`config.mk`:
```
export PLATFORM = sky130hd
export DESIGN_NAME = bounded_deque_engine
export DESIGN_NICKNAME = d
export VERILOG_FILES = /design/src/hdl/bde_pkg.sv /design/src/hdl/bounded_deque_engine.sv
export SDC_FILE = /design/constraint.sdc
export NUM_CORES = 1
export LEC_CHECK = 0
export BUFFER_PORTS_ARGS = -buffer_cell sky130_fd_sc_hd__buf_2
export CAP_MARGIN = 20
export CORE_MARGIN = 3
export CORE_UTILIZATION = 60
export DETAILED_ROUTE_END_ITERATION = 6
export HOLD_SLACK_MARGIN = 0.03
export PLACE_DENSITY = 0.81
export SYNTH_ARGS = -nofsm -noshare
export SYNTH_HDL_FRONTEND = slang
export SYNTH_SLANG_ARGS = --single-unit
```
`constraint.sdc`:
```
create_clock -name clk -period 6.54 [get_ports clk]
set_clock_uncertainty 0.05 [all_clocks]
set_input_delay 0.654 -clock clk [delete_from_list [all_inputs] [get_ports clk]]
set_output_delay 0.654 -clock clk [all_outputs]
set_load 0.02 [all_outputs]
```
`src/hdl/bde_pkg.sv`:
```
// ----------------------------------------------------------------------------
// bde_pkg
// operation and status codes shared by the deque engine and its checker
// ----------------------------------------------------------------------------
`default_nettype none

package bde_pkg;

	localparam int unsigned KIND_W   = 3;
	localparam int unsigned STATUS_W = 2;
	localparam int unsigned VALUE_W  = 32;

	typedef logic [KIND_W-1:0]   kind_t;
	typedef logic [STATUS_W-1:0] status_t;

	// operation codes
	localparam kind_t KIND_PUSH_FRONT = 3'd0;
	localparam kind_t KIND_PUSH_BACK  = 3'd1;
	localparam kind_t KIND_POP_FRONT  = 3'd2;
	localparam kind_t KIND_POP_BACK   = 3'd3;
	localparam kind_t KIND_DUMP_FWD   = 3'd4;
	localparam kind_t KIND_DUMP_REV   = 3'd5;

	// result status codes
	localparam status_t STATUS_OK    = 2'd0;
	localparam status_t STATUS_EMPTY = 2'd1;
	localparam status_t STATUS_FULL  = 2'd2;

endpackage

`default_nettype wire

```
`src/hdl/bounded_deque_engine.sv`:
```
// ----------------------------------------------------------------------------
// bounded_deque_engine
// bounded double-ended queue of signed 32-bit values kept in a ring buffer
// ----------------------------------------------------------------------------
//
//   channel | handshake               | payload
//   --------+-------------------------+---------------------------
//   in      | in_valid / in_stall     | kind, value
//   out     | out_valid / out_stall   | value_res, status, last
//
// one item is worked on at a time; the ring buffer is a single memory with a
// registered read, so a pop is accepted, its data is read into rd_data_q and
// then loaded into the output register; a push or any empty/full answer goes
// through ST_RSP to the output register, and a dump reads its elements in
// turn, fetching the next one while the current one goes out
// in_stall is high from the cycle after an accept of a defined code until the
// last result of that item is loaded into the output register
// a result waiting in the output register does not block the next accept
// reset clears the front pointer, the element count and the control state;
// the memory contents are not cleared
//
`default_nettype none

module bounded_deque_engine #(
	parameter int unsigned DEPTH = 32
) (
	input  wire logic                                   clk,
	input  wire logic                                   arst_n,
	// input items
	input  wire logic                                   in_valid,
	output logic                                        in_stall,
	input  wire logic [bde_pkg::KIND_W-1:0]             kind,
	input  wire logic signed [bde_pkg::VALUE_W-1:0]     value,
	// result items
	output logic                                        out_valid,
	input  wire logic                                   out_stall,
	output logic signed [bde_pkg::VALUE_W-1:0]          value_res,
	output logic [bde_pkg::STATUS_W-1:0]                status,
	output logic                                        last
);

	localparam int unsigned IDX_W = $clog2(DEPTH);
	localparam int unsigned CNT_W = $clog2(DEPTH + 1);

	localparam logic [IDX_W:0]   DEPTH_X   = (IDX_W + 1)'(DEPTH);
	localparam logic [IDX_W-1:0] IDX_LAST  = IDX_W'(DEPTH - 1);
	localparam logic [CNT_W-1:0] CNT_FULL  = CNT_W'(DEPTH);

	// sequencer states
	typedef enum logic [2:0] {
		ST_IDLE = 3'b001,  // ready for the next item
		ST_RSP  = 3'b010,  // result without memory data waits for the output
		ST_RD   = 3'b100   // read data is in rd_data_q
	} state_t;

	// ring index of base + off, both below DEPTH
	function automatic logic [IDX_W-1:0] ring_add(input logic [IDX_W-1:0] base,
	                                              input logic [IDX_W-1:0] off);
		logic [IDX_W:0] sum;
		sum = {1'b0, base} + {1'b0, off};
		if (sum >= DEPTH_X) begin
			sum = sum - DEPTH_X;
		end
		return sum[IDX_W-1:0];
	endfunction

	// storage and its registered read port
	logic [bde_pkg::VALUE_W-1:0] ring_mem [DEPTH];
	logic [bde_pkg::VALUE_W-1:0] rd_data_q;

	// control state
	state_t                   state_q,  state_d;
	logic [IDX_W-1:0]         front_q,  front_d;
	logic [CNT_W-1:0]         count_q,  count_d;
	logic [CNT_W-1:0]         dump_i_q, dump_i_d;   // next element of a dump
	logic                     dump_q,   dump_d;     // current item is a dump
	logic                     rev_q,    rev_d;      // dump runs back to front
	bde_pkg::status_t         stat_q,   stat_d;     // status for ST_RSP

	// output register
	logic                     out_valid_q;
	logic [bde_pkg::VALUE_W-1:0] out_value_q;
	bde_pkg::status_t         out_status_q;
	logic                     out_last_q;

	// memory access for this cycle
	logic                     wr_en;
	logic [IDX_W-1:0]         wr_addr;
	logic                     rd_en;
	logic [IDX_W-1:0]         rd_addr;

	// output load for this cycle
	logic                     out_ld;
	logic [bde_pkg::VALUE_W-1:0] ld_value;
	bde_pkg::status_t         ld_status;
	logic                     ld_last;

	logic                     in_acc;
	logic                     out_free;
	logic                     full;
	logic                     empty;
	logic [CNT_W-1:0]         dump_off_n;     // offset of the next dump element
	logic [IDX_W-1:0]         dump_addr;
	logic                     rd_last;

	assign in_stall = (state_q != ST_IDLE);
	assign in_acc   = in_valid && !in_stall;
	assign out_free = !out_valid_q || !out_stall;
	assign full     = (count_q == CNT_FULL);
	assign empty    = (count_q == '0);

	// reverse dumps count down from the back element
	assign dump_off_n = rev_q ? (count_q - CNT_W'(1) - dump_i_q) : dump_i_q;
	assign dump_addr  = ring_add(front_q, dump_off_n[IDX_W-1:0]);
	assign rd_last    = !dump_q || (dump_i_q == count_q);

	always_comb begin
		state_d   = state_q;
		front_d   = front_q;
		count_d   = count_q;
		dump_i_d  = dump_i_q;
		dump_d    = dump_q;
		rev_d     = rev_q;
		stat_d    = stat_q;
		wr_en     = 1'b0;
		wr_addr   = front_q;
		rd_en     = 1'b0;
		rd_addr   = front_q;
		out_ld    = 1'b0;
		ld_value  = '0;
		ld_status = bde_pkg::STATUS_OK;
		ld_last   = 1'b1;

		unique case (state_q)
			ST_IDLE: begin
				if (in_acc) begin
					unique case (kind) inside
						bde_pkg::KIND_PUSH_FRONT, bde_pkg::KIND_PUSH_BACK: begin
							state_d = ST_RSP;
							if (full) begin
								stat_d = bde_pkg::STATUS_FULL;
							end else begin
								stat_d  = bde_pkg::STATUS_OK;
								wr_en   = 1'b1;
								count_d = count_q + CNT_W'(1);
								if (kind == bde_pkg::KIND_PUSH_FRONT) begin
									front_d = (front_q == '0) ? IDX_LAST
									                          : front_q - IDX_W'(1);
									wr_addr = front_d;
								end else begin
									wr_addr = ring_add(front_q, count_q[IDX_W-1:0]);
								end
							end
						end
						bde_pkg::KIND_POP_FRONT, bde_pkg::KIND_POP_BACK: begin
							if (empty) begin
								state_d = ST_RSP;
								stat_d  = bde_pkg::STATUS_EMPTY;
							end else begin
								state_d = ST_RD;
								dump_d  = 1'b0;
								rd_en   = 1'b1;
								count_d = count_q - CNT_W'(1);
								if (kind == bde_pkg::KIND_POP_FRONT) begin
									rd_addr = front_q;
									front_d = (front_q == IDX_LAST) ? '0
									                                : front_q + IDX_W'(1);
								end else begin
									rd_addr = ring_add(front_q, count_d[IDX_W-1:0]);
								end
							end
						end
						bde_pkg::KIND_DUMP_FWD, bde_pkg::KIND_DUMP_REV: begin
							if (empty) begin
								state_d = ST_RSP;
								stat_d  = bde_pkg::STATUS_EMPTY;
							end else begin
								state_d  = ST_RD;
								dump_d   = 1'b1;
								rev_d    = (kind == bde_pkg::KIND_DUMP_REV);
								dump_i_d = CNT_W'(1);
								rd_en    = 1'b1;
								// first element: front, or back for reverse
								rd_addr  = (kind == bde_pkg::KIND_DUMP_REV)
								         ? ring_add(front_q, IDX_W'(count_q - CNT_W'(1)))
								         : front_q;
							end
						end
						default: begin
							// unused codes are dropped
						end
					endcase
				end
			end
			ST_RSP: begin
				if (out_free) begin
					out_ld    = 1'b1;
					ld_status = stat_q;
					state_d   = ST_IDLE;
				end
			end
			ST_RD: begin
				if (out_free) begin
					out_ld   = 1'b1;
					ld_value = rd_data_q;
					ld_last  = rd_last;
					if (rd_last) begin
						state_d = ST_IDLE;
					end else begin
						// fetch the next dump element while this one goes out
						rd_en    = 1'b1;
						rd_addr  = dump_addr;
						dump_i_d = dump_i_q + CNT_W'(1);
					end
				end
			end
			default: begin
				state_d = ST_IDLE;
			end
		endcase
	end

	// ring buffer memory, one write and one registered read per cycle
	always_ff @(posedge clk) begin
		if (wr_en) begin
			ring_mem[wr_addr] <= value;
		end
		if (rd_en) begin
			rd_data_q <= ring_mem[rd_addr];
		end
	end

	always_ff @(posedge clk or negedge arst_n) begin
		if (!arst_n) begin
			state_q     <= ST_IDLE;
			front_q     <= '0;
			count_q     <= '0;
			dump_i_q    <= '0;
			dump_q      <= 1'b0;
			rev_q       <= 1'b0;
			stat_q      <= bde_pkg::STATUS_OK;
			out_valid_q <= 1'b0;
		end else begin
			state_q  <= state_d;
			front_q  <= front_d;
			count_q  <= count_d;
			dump_i_q <= dump_i_d;
			dump_q   <= dump_d;
			rev_q    <= rev_d;
			stat_q   <= stat_d;
			if (out_ld) begin
				out_valid_q <= 1'b1;
			end else if (!out_stall) begin
				out_valid_q <= 1'b0;
			end
		end
	end

	// output payload
	always_ff @(posedge clk) begin
		if (out_ld) begin
			out_value_q  <= ld_value;
			out_status_q <= ld_status;
			out_last_q   <= ld_last;
		end
	end

	assign out_valid = out_valid_q;
	assign value_res = out_value_q;
	assign status    = out_status_q;
	assign last      = out_last_q;

endmodule

`default_nettype wire

```
# --- After elaboration in Yosys (flattened, before gate mapping) ---
# Memory sizes are Yosys's and may differ from the RTL's. A register that Yosys moved wholly into a read port is not among the register bits.
# Cells that the tools add are included.
totals:
  inputBits: 39
  word_cells: 146
  mem_count: 1
  reg_bits: 60
  ram_bits: 1024
  output_inout_bits: 37
op_classes:
  addsub: 12
  eq_ne: 27
  n_lt_le_gt_ge: 3
  bitwise: 1
  reduce_logical: 28
  mux: 63
mem_list:
  columns: ["memory", "depth", "width", "rd", "rd_clocked_by_memory_dff", "wr", "line_no", "source"]
  rows:
  - ["ring_mem", 32, 32, 1, 1, 1, "bounded_deque_engine.sv:68", "logic [bde_pkg::VALUE_W-1:0] ring_mem [DEPTH];"]
ops:
  columns: ["operator", "n"]
  rows:
  - ["$mux 5", 22]
  - ["$mux 6", 7]
  - ["$pmux 5 s2", 3]
  - ["$pmux 6 s2", 2]
  - ["$ne 2x2->1 const B", 11]
  - ["$sub 5x1->5 const B", 4]
  - ["$add 5x5->6", 3]
  - ["$ge 6x6->1 const B", 3]
  - ["$mux 1", 17]
  - ["$mux 3", 5]
  - ["$reduce_and 5->1", 3]
  - ["$add 6x1->6 const B", 2]
  - ["$eq 3x2->1 const B", 3]
  - ["$eq 3x3->1 const B", 3]
  - ["$pmux 3 s3", 1]
  - ["$reduce_and 4->1", 2]
  - ["$reduce_bool 2->1", 4]
  - ["$reduce_or 2->1", 4]
  - ["$reduce_and 7->1", 1]
  - ["$eq 3x1->1 const B", 2]
  - ["$eq 6x6->1", 1]
  - ["$eq 6x6->1 const B", 1]
  - ["$logic_not 6->1", 1]
  - ["$ne 2x1->1 const B", 3]
  - ["19 further kinds", 26]

# --- Longest topological paths before layout ---
logic_depth:
  ltp_word: 9
  depth_mapped: 18
  ltp_nobuf: 17

# --- Worst setup path after synthesis ---
# OpenSTA, ideal clock, no wires.
synth_path:
  path_type: "register -> register"
  start: "reg front_q[0]"
  end: "mem ring_mem[16][0] in the netlist's numbering (enable)"
  arrival_ns: 3.746
  synth_period_minus_slack_ns: 4.217
  required_ns: 6.069
  setup_ns: 0.421
  path_buffers: 0
  stages_incl_launch_ff: 11
  slack_ns: 2.323
  path_cell_list: "dfrtp_1 > ha_1 > fa_1 > a21o_1 > a21oi_1 > xnor2_1 > a21oi_1 > nor2_1 > xnor2_1 > or3_1 > nor2_1"
synth_between:
  elab_chain_len: 8
  word_cells_on_any_way: 12
  cone_classes: "add/sub (3); order compare (1); mux (7); reduce/logical (1)"
synth_lines:
  columns: ["item", "line_no", "source"]
  rows:
  - ["start: declaration", "bounded_deque_engine.sv:73", "logic [IDX_W-1:0] front_q, front_d;"]
  - ["start signal: assignment", "bounded_deque_engine.sv:245", "front_q <= front_d;"]
  - ["$add 5x5->6", "bounded_deque_engine.sv:60", "sum = {1'b0, base} + {1'b0, off};"]
  - ["$sub 5x1->5 or $ge 6x6->1 (tied branches)", "bounded_deque_engine.sv:62, bounded_deque_engine.sv:61", null]
  - ["$mux 5", "bounded_deque_engine.sv:61", "if (sum >= DEPTH_X) begin"]
  - ["$mux 5", "bounded_deque_engine.sv:146", "if (kind == bde_pkg::KIND_PUSH_FRONT) begin"]
  - ["$mux 5", "bounded_deque_engine.sv:140", "if (full) begin"]
  - ["$mux 5", "bounded_deque_engine.sv:137", "unique case (kind) inside"]
  - ["$mux 5", "bounded_deque_engine.sv:136", "if (in_acc) begin"]
  - ["$mux 5 *", "bounded_deque_engine.sv:134", "unique case (state_q)"]
  - ["end: declaration", "bounded_deque_engine.sv:68", null]
# Every way passes the cells marked *; elsewhere a longest branch is shown, timed or not.

# --- Final worst setup path ---
layout_path:
  start: "reg count_q[1]"
  end: "reg rd_data_q[30] in the netlist's numbering, read port of ring_mem (data pin)"
layout_between:
  elab_chain_len: 9
  word_cells_on_any_way: 29
  cone_classes: "add/sub (6); order compare (2); eq/ne (1); mux (18); reduce/logical (2)"
layout_lines:
  columns: ["item", "line_no", "source"]
  rows:
  - ["start: declaration", "bounded_deque_engine.sv:74", "logic [CNT_W-1:0] count_q, count_d;"]
  - ["start signal: assignment", "bounded_deque_engine.sv:246", "count_q <= count_d;"]
  - ["$sub 6x1->6", "bounded_deque_engine.sv:113, bounded_deque_engine.sv:185", null]
  - ["$sub 5x5->5 or $add 5x5->6 (tied branches)", "bounded_deque_engine.sv:113, bounded_deque_engine.sv:60", null]
  - ["$mux 5, or another cell as far along", "bounded_deque_engine.sv:113", "assign dump_off_n = rev_q ? (count_q - CNT_W'(1) - dump_i_q) : dump_i_q;"]
  - ["$add 5x5->6 or $mux 5 (tied branches)", "bounded_deque_engine.sv:60, bounded_deque_engine.sv:61", null]
  - ["$sub 5x1->5, or another cell as far along", "bounded_deque_engine.sv:62", "sum = sum - DEPTH_X;"]
  - ["$mux 5 (on tied branches)", "bounded_deque_engine.sv:61, bounded_deque_engine.sv:156, bounded_deque_engine.sv:174", null]
  - ["$mux 5 or $pmux 5 s2 (tied branches)", "bounded_deque_engine.sv:207, bounded_deque_engine.sv:137", null]
  - ["$mux 5 (on tied branches)", "bounded_deque_engine.sv:203, bounded_deque_engine.sv:136", null]
  - ["$pmux 5 s2", "bounded_deque_engine.sv:134", null]
  - ["end: declaration", "bounded_deque_engine.sv:69", "logic [bde_pkg::VALUE_W-1:0] rd_data_q;"]
# Several ways; a longest one is shown, not always the timed one.
# A chain may end at the register's enable or synchronous reset.

==> summary.md <==
| Metric | Value |
|---|---|
| Status | `finished clean` |
| R2R setup slack | `between 1000 and 1500 ps` |
| Mux cell area share after synthesis | `0.04350` |
| Leading area contributor after synthesis | `edfxtp_1` |
| Drt initial violations | `3938` |
| Die Area | `77420 sq um` |
| Synth unique cells | `63` |
| Die extent in x | `approximately 280 um` |
| Clk pwr share | `0.270` |
| Total grt overflow | `0` |
| Clock Latency Late Sink | `~690 ps` |
| Post-synth EDFFs | `1091` |
| GRT Total Usage | `0.2944` |
| Most frequent cells in the layout | `edfxtp_1 (1091), nand2_1 (674), mux2i_1 (191), a32oi_1 (191), nand3_1 (140)` |
| IR Drop Worst-Case VDD | `0.4837 mV` |
| Area Growth Syn to Fin | `10.82%` |
| CTS Buf Count | `between 100 and 150` |
| Post-synthesis adder-cell area fraction | `0.008272` |
| Tmin final | `5506 ps` |
| Setup ws final | `1034 ps` |
| Post-route DRC violation count | `0` |
| I/O pin total | `76` |
| # clock sinks | `1116` |
| CTS H-tree depth | `3` |
| Longest Clk Path Bufs | `3` |
| Reg2reg path depth | `16` |
| Layout cells sized above 1 | `0.1165` |
| Slew Limit Fails | `0` |
| RSZ-0062 raised after global routing | `false` |
| Setup TNS | `0 ps` |
| Reg2reg start | `count_q[1]` |
| CTS root buffer | `clkbuf_16` |
| Storage element area | `33390 sq um` |
| Most common cell after layout, fill and taps aside | `edfxtp_1` |
| DR vias/cell | `6.743` |
| Crit path launch type | `register` |
| Average wire per standard cell | `28.30 um` |
| Fin. Hold Viols | `0` |
| Yosys warning total | `0` |
| Hold Path Class | `in2reg` |
| Yosys reg bits | `1116` |
| TritonCTS clock tree | `done` |
| GPL Wtd Cong | `0.8571` |
| Worst-margin pin slew | `1187 ps` |
| Syn_area_per_cell | `about 15 sq um` |
| Largest net degree at the start of global routing | `between 100 and 150` |
| Crit path launch | `count_q[1]` |
| CP Capture Type | `register` |
| Multi-input combinational cell area | `10400 sq um` |
| Design Area, Final | `49280 sq um` |
| Hold path start | `kind[0]` |
| FMAX | `0.1816 GHz` |
| Post-CTS sizing | `0` |
| Seq/Total Area, Yosys | `0.7508` |
| Initial antenna violation count | `7` |
| Initial Utilization | `0.6075` |
| Pre-Repair DR Iteration Count | `6` |
| Rel. slew slack | `0.2066` |
| Total chip power | `approximately 21 mW` |
| Worst path arrival time | `5830 ps` |
| Required time worst endpoint | `6860 ps` |
| Crit Reg-Reg Endpoint | `rd_data_q[30]` |
| Mapped Cells | `roughly 3000` |
| Final Core Density | `0.6732` |
| P_leak | `roughly 16 nW` |
| Internal | `13.70 mW` |
| Clk slew on worst S/H paths | `70 ps` |
| Die height | `about 280 um` |
| Fillers | `4533` |
| WS Path Type | `reg2reg` |
| Syn Std Cell Area | `44470 sq um` |
| Syn_nets | `~3000` |
| Highest cell delay on the worst timing path | `820 ps` |
| CORE AREA | `73210 sq um` |
| Max cap viols | `0` |
| Dpl hpwl | `60.66 mm` |
| Hold Path End | `rev_q` |
| Dpl ws | `roughly 1200 ps` |
| Critical-path top delay cell | `a21oi_4` |
| Rows | `between 90 and 100` |
| Switching Fraction | `0.3573` |
| Net switching power figure | `between 7 and 8 mW` |
| PortBufs | `75` |
| Area fraction in compound gates after synthesis | `0.06997` |
| Flop pwr share | `0.400` |
| First-pass GRT wire length | `168.4 mm` |
| Comb power frac | `0.331` |
| Pwr/cell area | `432.6 nW/um^2` |
| Synth area leaders | `edfxtp_1 (74%), nand2_1 (5.7%), mux2i_1 (4.3%), a32oi_1 (3.8%), nand3_1 (1.6%)` |
| Nets@finish | `3081` |
| Fraction of registers with async set/reset | `0.02240` |
| Routed wire length | `about 110 mm` |
| Worst-path fanout max | `18` |
| Placed Area | `between 40000 and 50000 sq um` |
| Critical Path, Cell by Cell | `inv_1 -> ha_1 -> inv_1 -> fa_1 -> nand2_1 -> o21ai_0 -> fa_1 -> a21o_1 -> a21oi_1 -> xnor2_1 -> a2111oi_0 -> o31ai_1 -> a21oi_4 -> buf_4 -> a21boi_0 -> a2111oi_1` |
| Post-synthesis xor/xnor area fraction | `0.006893` |
| Simple-Gate Fraction of Synth Area | `0.09788` |
| Hold depth | `2` |
| Top_reg_cell synth | `edfxtp_1` |
| Tcrit/Tclk final | `0.8419` |
| Vias in the first global route | `26410` |
| Largest family of logic cells by synthesized area | `simple AND/OR/NAND/NOR gates` |
| Yosys top cell area share | `0.7367` |
| DRT antenna net count | `0` |
| Vias | `27380` |
| Setup violators final | `0` |
[sequential cells by signal, indices dropped and copies added, names as in the netlist, 3 cells and up]
signal     cells
ring_mem    1024
rd_data_q     32
state_q        3
value_res     32
front_q        5
dump_i_q       6
count_q        6
[metrics by stage]
stage	cells	hold slack (ps)
floorplan	2953	308.4
global placement	3862	429.6
detailed placement	3864	439.2
CTS	4056	262.8
global route	4057	306.7
finish	4061	301.5
[power groups by stage]
| stage | Combinational (mW) | Clock (mW) | Sequential [mW] |
|---|---|---|---|
| final | 7.05 | 5.75 | 8.52 |
| after global routing | 7.50 | 6.06 | 8.53 |
| after CTS | 6.93 | 5.78 | 8.51 |
| after detailed placement | 6.85 | 0 | 8.66 |
| after global placement | 6.67 | 0 | 8.66 |
| after floorplan | 4.92 | 0 | 8.58 |
[what timing repair did]
item                       4_1_cts  5_1_grt
hold endpoints to repair        24        0
hold buffers                     1        0
setup endpoints to repair        0        0
setup buffers                    0        0
[synth_stat cells, drive strengths merged (2+ instances only)]
cell and n:
edfxtp 1091, nand2 675, a32oi 191, mux2i 191, nand3 142, buf 134
a31oi 64, a21boi 63, nor2 56, clkbuf 48, and3 35, nor4 33
a21oi 25, dfrtp 24, ha 23, xnor2 20, inv 16, o21ai 16
xor2 15, a21o 10, nor3 8, o31ai 8, or3 8, nand4 6
nand2b 5, and2 4, fa 4, a211oi 3, a22oi 3, a2111oi 2
a311o 2, a311oi 2, mux2 2, nor3b 2, nor4b 2, o21a 2
or2 2
[logic make-up after synthesis]
| logic type | Yosys count |
|---|---|
| adders and majority gates | 27 |
| DFF | 1116 |
| muxes | 193 |
| xor gates and xnor gates | 35 |
| AOI/OAI and AO/OA | 400 |
| buffers and inverters | 198 |
| and+or+nand+nor | 984 |
[metal layers]
metal	wire [um]	global-route usage	up-vias
li1	-	-	11440
met5	30	0	-
met4	4599	0.1266	4
met2	54520	0.4639	2044
met1	41680	0.4045	13560
met3	14090	0.06191	330
[area by class of cell]
cell class	instances	share of cell area
Antenna cell	4	0.0002031
Sequential cell	1116	0.6775
Multi-Input combinational cell	1639	0.2110
Tap cell	959	0.02435
Clock buffer	141	0.05736
Inverter	16	0.001219
Timing Repair Buffer	136	0.01996
Clock inverter	50	0.008404
[worst max-delay path by stage]
stage	to	cells after the start	slack, ps
floorplan	ring_mem[16][0]	10	2320
global placement	rd_data_q[30]	18	1230
detailed placement	rd_data_q[30]	16	1190
CTS	rd_data_q[28]	16	1160
global route	rd_data_q[28]	16	670
finish	rd_data_q[30]	16	1030
[worst max-delay path, delay by kind of cell (launching register included)]
family / cells / cell delay, ps
simple gates: 1 / 60
fa+ha+maj: 3 / 1170
xor+xnor: 1 / 110
buf+inv: 3 / 760
flops: 1 / 500
compound gates: 8 / 2530
(Power assumes the default switching activity.)
